## config.mk

```make
export PLATFORM = sky130hd
export DESIGN_NAME = dcd_div_cell
export DESIGN_NICKNAME = d
export VERILOG_FILES = /design/src/rtl/dcd_div_cell.sv
export SDC_FILE = /design/constraint.sdc
export NUM_CORES = 1
export LEC_CHECK = 0
export BUFFER_PORTS_ARGS = -buffer_cell sky130_fd_sc_hd__buf_4
export CORE_AREA = 2 2 261 263
export CTS_BUF_LIST = sky130_fd_sc_hd__clkbuf_2 sky130_fd_sc_hd__clkbuf_4 sky130_fd_sc_hd__clkbuf_8
export CTS_CLUSTER_DIAMETER = 60
export DETAILED_ROUTE_END_ITERATION = 8
export DIE_AREA = 0 0 263 265
export PLACE_DENSITY = 0.51
export SETUP_SLACK_MARGIN = 0.15
export SYNTH_ARGS = -nofsm -noshare
export SYNTH_HDL_FRONTEND = slang
export SYNTH_SLANG_ARGS = --single-unit
```

## constraint.sdc

```tcl
create_clock -name clk -period 7.5 [get_ports clk]
set_input_delay 1.125 -clock clk [delete_from_list [all_inputs] [get_ports clk]]
set_output_delay 1.125 -clock clk [all_outputs]
set_load 0.03 [all_outputs]
```

## src/rtl/dcd_div_cell.sv

```systemverilog
module dcd_div_cell #(
  parameter int LANES = 3,
  parameter int DVW   = 33,
  parameter int LW    = 32,
  parameter int QW    = 32,
  parameter int PW    = 8
) (
  input  logic                        clk,
  input  logic                        rst,
  input  logic                        en,
  input  logic                        in_v,
  input  logic [DVW-1:0]              in_div,
  input  logic [LANES-1:0][DVW-1:0]   in_rem,
  input  logic [LANES-1:0][LW-1:0]    in_dvd,
  input  logic [LANES-1:0][QW-1:0]    in_quo,
  input  logic [PW-1:0]               in_pay,
  output logic                        out_v,
  output logic [DVW-1:0]              out_div,
  output logic [LANES-1:0][DVW-1:0]   out_rem,
  output logic [LANES-1:0][LW-1:0]    out_dvd,
  output logic [LANES-1:0][QW-1:0]    out_quo,
  output logic [PW-1:0]               out_pay
);

  logic [LANES-1:0][DVW:0]   t;
  logic [LANES-1:0][DVW-1:0] rem_next;
  logic [LANES-1:0]          ge;

  // One restoring step per lane: shift in a dividend bit, subtract if it fits.
  for (genvar l = 0; l < LANES; l++) begin : g_lane
    assign t[l]        = {in_rem[l], in_dvd[l][LW-1]};
    assign ge[l]       = t[l] >= {1'b0, in_div};
    assign rem_next[l] = ge[l] ? DVW'(t[l] - {1'b0, in_div}) : DVW'(t[l]);
  end

  always_ff @(posedge clk) begin
    if (rst) begin
      out_v <= 1'b0;
    end else if (en) begin
      out_v <= in_v;
    end
  end

  always_ff @(posedge clk) begin
    if (en) begin
      out_div <= in_div;
      out_pay <= in_pay;
      for (int l = 0; l < LANES; l++) begin
        out_rem[l] <= rem_next[l];
        out_dvd[l] <= in_dvd[l] << 1;
        out_quo[l] <= {in_quo[l][QW-2:0], ge[l]};
      end
    end
  end

endmodule

```

; ---- Word-level counts from Yosys, hierarchy flattened
; Cells that the tools add are included.
[totals]
ff_bits = 330
latch_bits = 0
ram_bits = 0
mem_bits_ro = 0
inputBits = 336
out_inout_bits = 333
mem_count = 0
[classes]
add_sub_neg = 3
mul = 0
div = 0
n_lt_le_gt_ge = 3
n_eq_ne = 0
shifts = 0
muxes = 3
n_bitwise = 0
n_reduce_logical = 0
[ops]
columns = operator, n
row1 = greater-or-equal comparator 34 x 33 -> 1 bit, 3
row2 = two-way mux 33 bit, 3
row3 = subtractor 33 bit, 3

; ---- Logic depth before layout (Yosys ltp)
[logic_depth]
depth_word = 2
depth_mapped = 14
ltp_nobuf = 13

; ---- Worst setup path after synthesis
; No wires, ideal clock.
[synth_timing]
path_kind = input port to flip-flop
startpoint = in in_dvd[95] (netlist bit)
endpoint = reg out_rem[94] (netlist bit) (data pin)
setup_time_ns = 0.255
arrival_time_ns = 3.557
slack_ns = 3.688
cell_stages = 12
n_path_buf = 0
cell_sequence = inv_1 > ha_1 > inv_1 > fa_1 > a211oi_2 > o21ai_1 > a32oi_2 > o211ai_2 > a32o_1 > o2111a_1 > or3_1 > a31o_1
[synth_lines]
columns = item, line
row1 = start: declaration, 14  ; input logic [LANES-1:0][LW-1:0] in_dvd,
row2 = end signal: indexed assignment, 49  ; out_rem[l] <= rem_next[l];
row3 = end: declaration, 19  ; output logic [LANES-1:0][DVW-1:0] out_rem,

==> results_dict.tcl <==
set metrics [dict create \
    outcome "finished, final reports clean" \
    finalCritPeriodShare_pct 61.7 \
    grt_max_degree 147 \
    grt_pass1_wl_um 110000 \
    setup_viol_count_final 0 \
    yosysWarnings 0 \
    synth_compound_area_share_pct 15.8 \
    clk_latency_ps 650 \
    drv_cap 0 \
    cp_max_fo 49 \
    seq_area_frac_synth_pct 58.7 \
    grt_use_total_pct 22.1 \
    cts_max_path_buffers 3 \
    rrSetupSlack_ps 6860 \
    cp.required_ps 7890 \
    clock_sinks 330 \
    ant_nets 0 \
    dr.pass1.iters 5 \
    synth_top_family_by_area "compound AO/OA/AOI/OAI gates" \
    die_y_um 265 \
    gp_congestion 0.897 \
    overflow 0 \
    crit_chain "buf_4 -> inv_1 -> fa_1 -> a211oi_2 -> o21ai_2 -> a2111oi_4 -> o41a_4 -> o2111ai_2 -> nand2_1 -> inv_2 -> mux2_1" \
    syn_area_um2 16900 \
    antenna_found_initial 9 \
    drt_first_iter_violations 943 \
    grt_pass1_vias 14800 \
    fp.coreArea_um2 66800 \
    power.total_mw 6.04 \
    crit_type "primary input to flip-flop" \
    synth_edf_count 329 \
    hold_slack_ps 572 \
    final_max_slew_viol_count 0 \
    postSynth.asyncResetShare_pct 0 \
    max_slew_margin_pct 35.6 \
    synthCells 1387 \
    route.detailed.drc 0 \
    cts_tree "built" \
    h-tree-depth 3 \
    io_buffers 662 \
    worstMarginPinSlew_ps 956 \
    vias 14600 \
    fp-row-count 95 \
    clk_pin_slew_worst_paths_ps 60 \
    powerDensity_nw_per_um2 250 \
    ir_drop_v 0.000110 \
    dpl.hpwl_um 65000 \
    drive_gt1_share_pct 37.9 \
    postCtsHoldBufs 0 \
    cp_top_family "compound AO/OA/AOI/OAI gates" \
    nets 2519 \
    fillCellCount 6678 \
    die-area_um2 69700 \
    crit_path_start_kind "primary input" \
    cp_slowest_stage_delay_ps 670 \
    postSynthAreaPerCell_um2 12.2 \
    vias_per_cell 4.87 \
    cts_buffers 69 \
    ys_ff_latch 330 \
    rsz0062_at_grt "no" \
    cpMaxStageDelayCell "nand2_1" \
    end_kind "flip-flop" \
    wl_per_cell_um 26.6 \
    synth_cell_types 82 \
    yosys_most_used_dff "edfxtp_1" \
    hold_viol 0 \
    cts.repair.resized 0 \
    synth_fa_ha_area_share_pct 7.70 \
    clock.fmax_ghz 0.216 \
    wl_um 79900 \
    synthXorXnorAreaFrac_pct 3.84 \
    cp_num_buf_inv 3 \
    finalSetupTns_ps 0 \
    layout.cells.non_filler 3005 \
    hp-class "flip-flop to flip-flop" \
    worstPathArrival_ps 5010 \
    floorplan.initialDensity_pct 25.2 \
    power.leakage_nw 10.3 \
    area_delta_synth_final_pct 43.3 \
    synth-simple-area-share_pct 9.53 \
    fin_skew_ps 0 \
    root_buffer "clkbuf_8" \
    place_inst 2883 \
    post-cts-setup-buffers 0 \
    die_x_um 263 \
    synth_mux_area_share_pct 1.45 \
    period_minus_slack_ps 4620 \
    io_pins 669 \
    fin_util_pct 36.2 \
]
## cells in the final DEF (no fill, tap or decap), drive strengths merged, types with 8 or more instances in the layout
master   count
o21ai       72
nand4       20
nor2b        9
a21o        41
nor2       127
o211ai      13
a31oi        9
xnor2       47
nand3       26
clkinv      19
a21oi      151
ha          99
xor2        27
a2111oi      9
clkbuf      89
inv         73
buf        667
edfxtp     329
mux2        19
and2         9
and3        14
nor3        22
nor4         8
o21bai      17
a211oi      13
o21a        16
nand2b       9
nand2       72
## worst register-to-register path: stages, from the launching register on
cell and delay [ps]:
dfxtp_1 320, mux2i_1 150, nor2_1 70
## through the flow
stage | area [um2] | setup WS [ps]
3_3_place_gp | 22700 | 2230
3_5_place_dp | 22700 | 2220
5_1_grt | 24200 | 2600
6_report | 24200 | 2880
2_1_floorplan | 16900 | 3690
4_1_cts | 24200 | 2920
## synthesized netlist by cell type, drive strengths merged, types with 4 or more instances
master,count,share of area (%)
a211oi,13,0.73
o31ai,6,0.27
clkbuf,22,0.49
a311oi,5,0.26
o211ai,13,0.67
and2,9,0.33
o211a,5,0.30
nor2b,9,0.33
nand2,72,1.6
nand4,20,0.74
xnor2,47,2.4
inv,70,1.6
buf,24,0.93
a31o,5,0.26
a2111oi,9,0.62
o21a,16,0.71
ha,99,7.3
nor4,8,0.30
a221o,4,0.24
xor2,27,1.4
a21boi,5,0.22
o21bai,17,0.76
edfxtp,329,59
mux2,19,1.3
and3,14,0.55
nand3,26,0.77
or3,4,0.15
nor2,127,2.8
nor3,22,0.68
o21ai,72,2.2
o2111ai,4,0.24
and4,7,0.36
a31oi,9,0.33
a211o,4,0.21
a21o,41,1.8
a21oi,151,4.5
nand2b,9,0.33
## report_power, final
group	switching, mW	internal (mW)
clock	0.878	1.14
sequential	0.0679	2.27
combinational	1.07	0.610
total	2.01	4.03
## registers in the layout (all words and copies together) (netlist names)
name,flops
out_div,33
out_dvd,93
out_pay,8
out_quo,96
out_rem,99
out_v,1
## final timing paths
kind                                start          end  depth (start not counted)
worst max register to register      out_v        out_v                          2
worst max-delay path            in_div[1]  out_rem[55]                         11
worst min register to register      out_v        out_v                          2
worst min-delay path                out_v        out_v                          2
## layout make-up
class	count	area (um2)	share of cell area, %
sequential	330	9900	41.0
multi-input combinational	943	6470	26.8
tap	873	1090	4.52
timing repair buffer	667	5030	20.8
antenna	1	2.50	0.0104
clock buffer	89	1110	4.58
inverter	70	263	1.09
clock inverter	32	308	1.27
## routing by layer
metal / up-vias / global-route usage (%) / wire length (um)
met3: 138 / 6.34 / 6120
met2: 657 / 40.1 / 40900
met1: 7135 / 23.8 / 29100
met4: 16 / 10.1 / 3630
met5: - / 0 / 90
li1: 6678 / - / -
## cells by family (layout without fill, tap and decap cells)
| group | Yosys count | in the layout |
|---|---|---|
| AO/OA/AOI/OAI | 404 | 404 |
| AND/OR/NAND/NOR | 338 | 338 |
| flip-flops | 330 | 330 |
| buffers and inverters | 116 | 858 |
| adder cells (fa/ha/maj) | 102 | 102 |
| XOR/XNOR | 74 | 74 |
| multiplexers | 22 | 22 |
| other | 1 | 4 |
Power figures use the tool's default switching activity.
