==> config.mk <==
export PLATFORM = sky130hd
export DESIGN_NAME = dcd_sqrt_cell
export DESIGN_NICKNAME = d
export VERILOG_FILES = /design/src/rtl/dcd_pkg.sv /design/src/rtl/dcd_sqrt_cell.sv
export SDC_FILE = /design/constraint.sdc
export NUM_CORES = 1
export LEC_CHECK = 0
export BUFFER_PORTS_ARGS = -buffer_cell sky130_fd_sc_hd__clkbuf_2
export CORE_UTILIZATION = 44
export CTS_BUF_LIST = sky130_fd_sc_hd__clkbuf_8
export DETAILED_ROUTE_END_ITERATION = 16
export GPL_ROUTABILITY_DRIVEN = 1
export GPL_TIMING_DRIVEN = 0
export MAX_ROUTING_LAYER = met4
export PLACE_DENSITY = 0.75
export SETUP_SLACK_MARGIN = 0.3
export SLEW_MARGIN = 20
export SYNTH_ARGS = -nofsm -noshare
export SYNTH_HDL_FRONTEND = slang
export SYNTH_SLANG_ARGS = --single-unit
==> constraint.sdc <==
create_clock -name clk -period 4 [get_ports clk]
set_input_delay 0.8 -clock clk [delete_from_list [all_inputs] [get_ports clk]]
set_output_delay 0.8 -clock clk [all_outputs]
set_load 0.02 [all_outputs]
==> src/rtl/dcd_pkg.sv <==
package dcd_pkg;

  // Fixed internal widths of the normalized datapath.
  localparam int N_W      = 31;  // normalized magnitude, top bit at 2^30
  localparam int SQ_W     = 64;  // sum of three squared magnitudes
  localparam int ROOT_W   = 32;  // integer square root of the sum
  localparam int SQ_REM_W = 34;  // square root partial remainder
  localparam int DIR_W    = 32;  // direction component, Q2.30
  localparam int PROD_W   = 62;  // product of two direction magnitudes
  localparam int NUM_W    = 61;  // Hessian numerator magnitude, scale 2^60

  // Direction divider geometry: dividend 63 bits, divisor 2L.
  localparam int DD_DVW = 33;
  localparam int DD_QW  = 32;

  // Numerator of one, scale 2^60.
  localparam logic [NUM_W-1:0] NUM_ONE = NUM_W'(1) << 60;

  // Configuration register indexes.
  localparam logic [1:0] CFG_OFFSET_X = 2'd0;
  localparam logic [1:0] CFG_OFFSET_Y = 2'd1;
  localparam logic [1:0] CFG_OFFSET_Z = 2'd2;

endpackage

==> src/rtl/dcd_sqrt_cell.sv <==
module dcd_sqrt_cell #(
  parameter int PW = 8
) (
  input  logic                            clk,
  input  logic                            rst,
  input  logic                            en,
  input  logic                            in_v,
  input  logic [dcd_pkg::SQ_REM_W-1:0]    in_rem,
  input  logic [dcd_pkg::ROOT_W-1:0]      in_root,
  input  logic [dcd_pkg::SQ_W-1:0]        in_rad,
  input  logic [PW-1:0]                   in_pay,
  output logic                            out_v,
  output logic [dcd_pkg::SQ_REM_W-1:0]    out_rem,
  output logic [dcd_pkg::ROOT_W-1:0]      out_root,
  output logic [dcd_pkg::SQ_W-1:0]        out_rad,
  output logic [PW-1:0]                   out_pay
);

  localparam int TW = dcd_pkg::SQ_REM_W + 2;

  logic [TW-1:0] t;
  logic [TW-1:0] trial;
  logic          ge;

  // One root bit: bring down two radicand bits and try (root << 2) | 1.
  assign t     = {in_rem, in_rad[dcd_pkg::SQ_W-1 -: 2]};
  assign trial = TW'({in_root, 2'b01});
  assign ge    = t >= trial;

  always_ff @(posedge clk) begin
    if (rst) begin
      out_v <= 1'b0;
    end else if (en) begin
      out_v <= in_v;
    end
  end

  always_ff @(posedge clk) begin
    if (en) begin
      out_rem  <= ge ? dcd_pkg::SQ_REM_W'(t - trial) : dcd_pkg::SQ_REM_W'(t);
      out_root <= {in_root[dcd_pkg::ROOT_W-2:0], ge};
      out_rad  <= in_rad << 2;
      out_pay  <= in_pay;
    end
  end

endmodule

# Word level (Yosys, flattened, before mapping)
# Index checks and enable logic that the tools add are counted.
dict set report classes {
  n_eq_ne 0
  multipliers 0
  shifts 0
  n_reduce_logical 0
  div 0
  order_cmp 1
  add_sub_neg 1
  n_bitwise 0
  mux 1
}
# cell count
set ops {}
lappend ops {{$ge 36x34->1} 1}
lappend ops {{$mux 34} 1}
lappend ops {{$sub 34x34->34} 1}
dict set report word_totals {
  n_memories 0
  rom_bits 0
  ff_bits 137
  ramBits 0
  latchBits 0
  elab_cells 8
  input_bits 142
}

# Depth between registers and ports, before layout
dict set report logic_depth {
  word_depth 2
  depth_mapped 13
}

# Least setup slack after synthesis
# No wires, ideal clock.
dict set report synth_path {
  kind {input to register}
  start {input port in_root[27] in the netlist's numbering}
  end {register out_rem[3] in the netlist's numbering, data pin}
  setup_time_ps 262
  setup_slack_ps 834
  t_arrival_ps 2904
  n_path_buf 1
  stages 10
  cell_sequence {inv_1 ha_1 a21o_1 a21o_1 a21o_1 a311o_1 a211oi_1 o21a_1 buf_4 mux2_1}
}
dict set report synth_via {
  elab_chain_cells 2
}
# item line_no
set synth_rtl {}
lappend synth_rtl {{start, declared} dcd_sqrt_cell.sv:9} ;# input logic [dcd_pkg::ROOT_W-1:0] in_root,
lappend synth_rtl {{$ge 36x34->1} dcd_sqrt_cell.sv:28} ;# assign ge = t >= trial;
lappend synth_rtl {{$mux 34} dcd_sqrt_cell.sv:40} ;# out_rem <= ge ? dcd_pkg::SQ_REM_W'(t - trial) : dcd_pkg::SQ_REM_W'(t);
lappend synth_rtl {{end signal, assigned} dcd_sqrt_cell.sv:40}
lappend synth_rtl {{end, declared} dcd_sqrt_cell.sv:13} ;# output logic [dcd_pkg::SQ_REM_W-1:0] out_rem,
# No other way between the ends.
# A chain may end at the register's enable or synchronous reset.

# Worst setup path after layout
dict set report layout_path {
  start {input port in_root[7] in the netlist's numbering}
  end {register out_rem[33] in the netlist's numbering, data pin}
}
dict set report layout_via {
  elab_chain_cells 2
}
# item line_no
set layout_rtl {}
lappend layout_rtl {{$sub 34x34->34 or $ge 36x34->1 (tied branches)} {dcd_sqrt_cell.sv:40, dcd_sqrt_cell.sv:28}}
lappend layout_rtl {{$mux 34 *} dcd_sqrt_cell.sv:40}
# Every way passes the cells marked *; elsewhere a longest branch is shown, timed or not.

==> results.sh <==
export IMPL_vias_per_cell=5.09
export IMPL_top_layer_used="met4"
export IMPL_gr_usage_all_layers_pct=22.0
export IMPL_vias=5096
export IMPL_drt_iter0_drc=289
export IMPL_synth_enable_flop_cells=136
export IMPL_initial_core_util_pct=44.8
export IMPL_min_period_ps=3430
export IMPL_hold_class="in2reg"
export IMPL_die_y_um=123
export IMPL_outcome="finished clean"
export IMPL_setup_tns_ps=0
export IMPL_ys_types=58
export IMPL_wl_met2_um=8440
export IMPL_grt_pass1_wl_um=23900
export IMPL_drive_above_1_share_pct=40.3
export IMPL_crit_type="in2reg"
export IMPL_clk_latency_ps=440
export IMPL_synth_commonest_cells="edfxtp_1, nand2_1, inv_1"
export IMPL_wl_met3_um=1570
export IMPL_finalHoldViolations=0
export IMPL_rsz0062_at_grt="no"
export IMPL_synthCells=505
export IMPL_cts_htree_levels=4
export IMPL_timing_final_max_slew_violations=0
export IMPL_cts_resized=0
export IMPL_ir_drop_mv=0.232
export IMPL_nets=980
export IMPL_clk_pin_slew_ps=90
export IMPL_period_share_pct=85.8
export IMPL_post_route_util_pct=59.0
export IMPL_drt_wirelength_per_cell_um=16.6
export IMPL_setup_viol=0
export IMPL_antenna_cells=0
export IMPL_antenna_left=0
export IMPL_finClkSkew_ps=0
export IMPL_p_leak_nw=3.94
export IMPL_io_pin_count=281
export IMPL_cp_max_fo=10
export IMPL_synth_top_cell_area_share_pct=62.9
export IMPL_cts_path_max_buffers=2
export IMPL_drc_errors=0
export IMPL_postCtsHoldBufs=0
export IMPL_clkSinkCount=137
export IMPL_synth_most_common_cell="edfxtp_1"
export IMPL_synth_top_area_cell="edfxtp_1"
export IMPL_crit_path_end_kind="flop"
export IMPL_yosys_warnings=0
export IMPL_cts_tree="done"
export IMPL_synth_main_ff_cell="edfxtp_1"
export IMPL_cp_required_ps=4210
export IMPL_syn_avg_cell_area_um2=12.9
export IMPL_die_width_um=123
export IMPL_wl_met1_um=6390
export IMPL_async_flop_share_pct=0
export IMPL_grt_pass1_vias=4614
export IMPL_design_core_area_um2=14500
export IMPL_p_per_area_nw_per_um2=437
export IMPL_grt_ovfl_total=0
export IMPL_hpwlAfterDp_um=12900
export IMPL_num_rows=44
export IMPL_cts_buffers_inserted=17
export IMPL_root_buffer="clkbuf_8"
export IMPL_antenna_found_initial=0
export IMPL_arrival_ps=3640
export IMPL_synth_yosys_seq_area_share_pct=63.2
export IMPL_cap_violations=0
export IMPL_post_cts_buffers=0
export IMPL_worstSetupStartpointType="input pin"
export IMPL_syn2layout_area_growth_pct=31.5
export IMPL_grt_max_degree=85
export IMPL_port_buffer_count=278
export IMPL_relSlewSlack_pct=61.4
export IMPL_synth_seq_cells=137
export IMPL_drtPass1Iterations=5
export IMPL_die_area_um2=15200
export IMPL_tightest_slew_ps=576
export IMPL_clock_fmax_mhz=291
export IMPL_nFillCells=1224
export IMPL_yosys_top_cells_area="edfxtp_1, ha_1, nand2_1"
export IMPL_synth_area_um2=6490
export IMPL_gp_congestion=0.843
export IMPL_finalWirelength_um=16700
-- cell families (layout without fill, tap and decap cells) --
family | Yosys count | in the layout | share of synthesized area (%)
AO/OA/AOI/OAI | 129 | 129 | 13.3
XOR/XNOR | 28 | 28 | 3.78
adder cells (fa/ha/maj) | 34 | 34 | 6.55
buffers and inverters | 56 | 367 | 3.53
flip-flops | 137 | 137 | 63.2
multiplexers | 7 | 7 | 1.14
other | 1 | 2 | 0.0577
AND/OR/NAND/NOR | 113 | 113 | 8.46
-- final timing paths --
kind         cells after the start          startpoint  slack, ps                     to
min reg2reg                      2  out_v$_SDFFE_PP0P_        510     out_v$_SDFFE_PP0P_
min                              2                 rst        500     out_v$_SDFFE_PP0P_
max reg2reg                      2  out_v$_SDFFE_PP0P_       3410     out_v$_SDFFE_PP0P_
max                             12          in_root[7]        570  out_rem[33]$_DFFE_PP_
-- where the power goes --
part           total, mW  internal, mW  switching, mW
clock               1.11         0.523          0.587
sequential          1.79          1.75         0.0361
combinational      0.833         0.307          0.526
-- state kept, by name, indices dropped and copies added, names as in the netlist --
name / flops
out_v: 1
out_rem: 34
out_root: 32
out_rad: 62
out_pay: 8
-- per-layer routing --
| metal | up-vias | track usage [%] |
|---|---|---|
| met5 | - | - |
| met4 | 0 | 6.02 |
| met3 | 20 | 7.93 |
| met2 | 220 | 37.8 |
| met1 | 2387 | 24.0 |
| li1 | 2469 | - |
-- critical path: stages --
cell and delay, ps:
clkbuf_2 90, inv_1 40, ha_1 350, a21o_1 240
o41ai_1 410, o211ai_1 310, a211oi_1 310, o21a_1 360
buf_4 270, buf_2 280, nand2_1 100, o41ai_1 90
-- area by class of cell --
class | instances | area [µm²] | share of cell area [%]
buffer | 14 | 71.3 | 0.835
clock buffer | 18 | 248 | 2.90
clock inverter | 14 | 139 | 1.63
inverter | 42 | 158 | 1.85
multi-input combinational | 313 | 2160 | 25.3
sequential | 137 | 4100 | 48.0
tap | 184 | 230 | 2.70
timing repair buffer | 279 | 1430 | 16.7
-- per-stage QoR --
step | total power, mW | cell area [µm²] | setup slack, ps | cells | hold WS (ps)
3_3_place_gp | 2.64 | 8120 | 27.3 | 968 | 483
4_1_cts | 3.76 | 8540 | 571 | 1001 | 467
3_5_place_dp | 2.65 | 8160 | 97.3 | 969 | 500
5_1_grt | 3.89 | 8540 | 380 | 1001 | 456
6_report | 3.73 | 8540 | 569 | 1001 | 497
2_1_floorplan | 2.33 | 6500 | 834 | 506 | 579
-- layout by cell type, fill, tap and decap left out, types with 3 or more instances in the layout --
cell      netlist  layout
o41ai_1         3       3
a21o_1         21      21
inv_1          41      41
xnor2_1        12      12
mux2_1          3       3
o21ai_1        31      31
nand4_1         7       7
nor3_1          8       8
nand2_1        48      48
mux2i_1         4       4
and3_1          9       9
nand3_1         4       4
inv_6           0       3
a21oi_1        26      26
a31oi_1         5       5
buf_4           3       3
and2_1          6       6
o211ai_1        3       3
buf_2           6       6
clkinv_4        0       4
nand2b_1        6       6
xor2_1         16      16
clkbuf_8        0      19
o31ai_1         3       3
o21ai_0        12      12
ha_1           34      34
edfxtp_1      136     136
nor2_1         15      15
clkbuf_1        5       5
clkbuf_2        0     277
No activity file was read; power rests on OpenSTA's default activity.
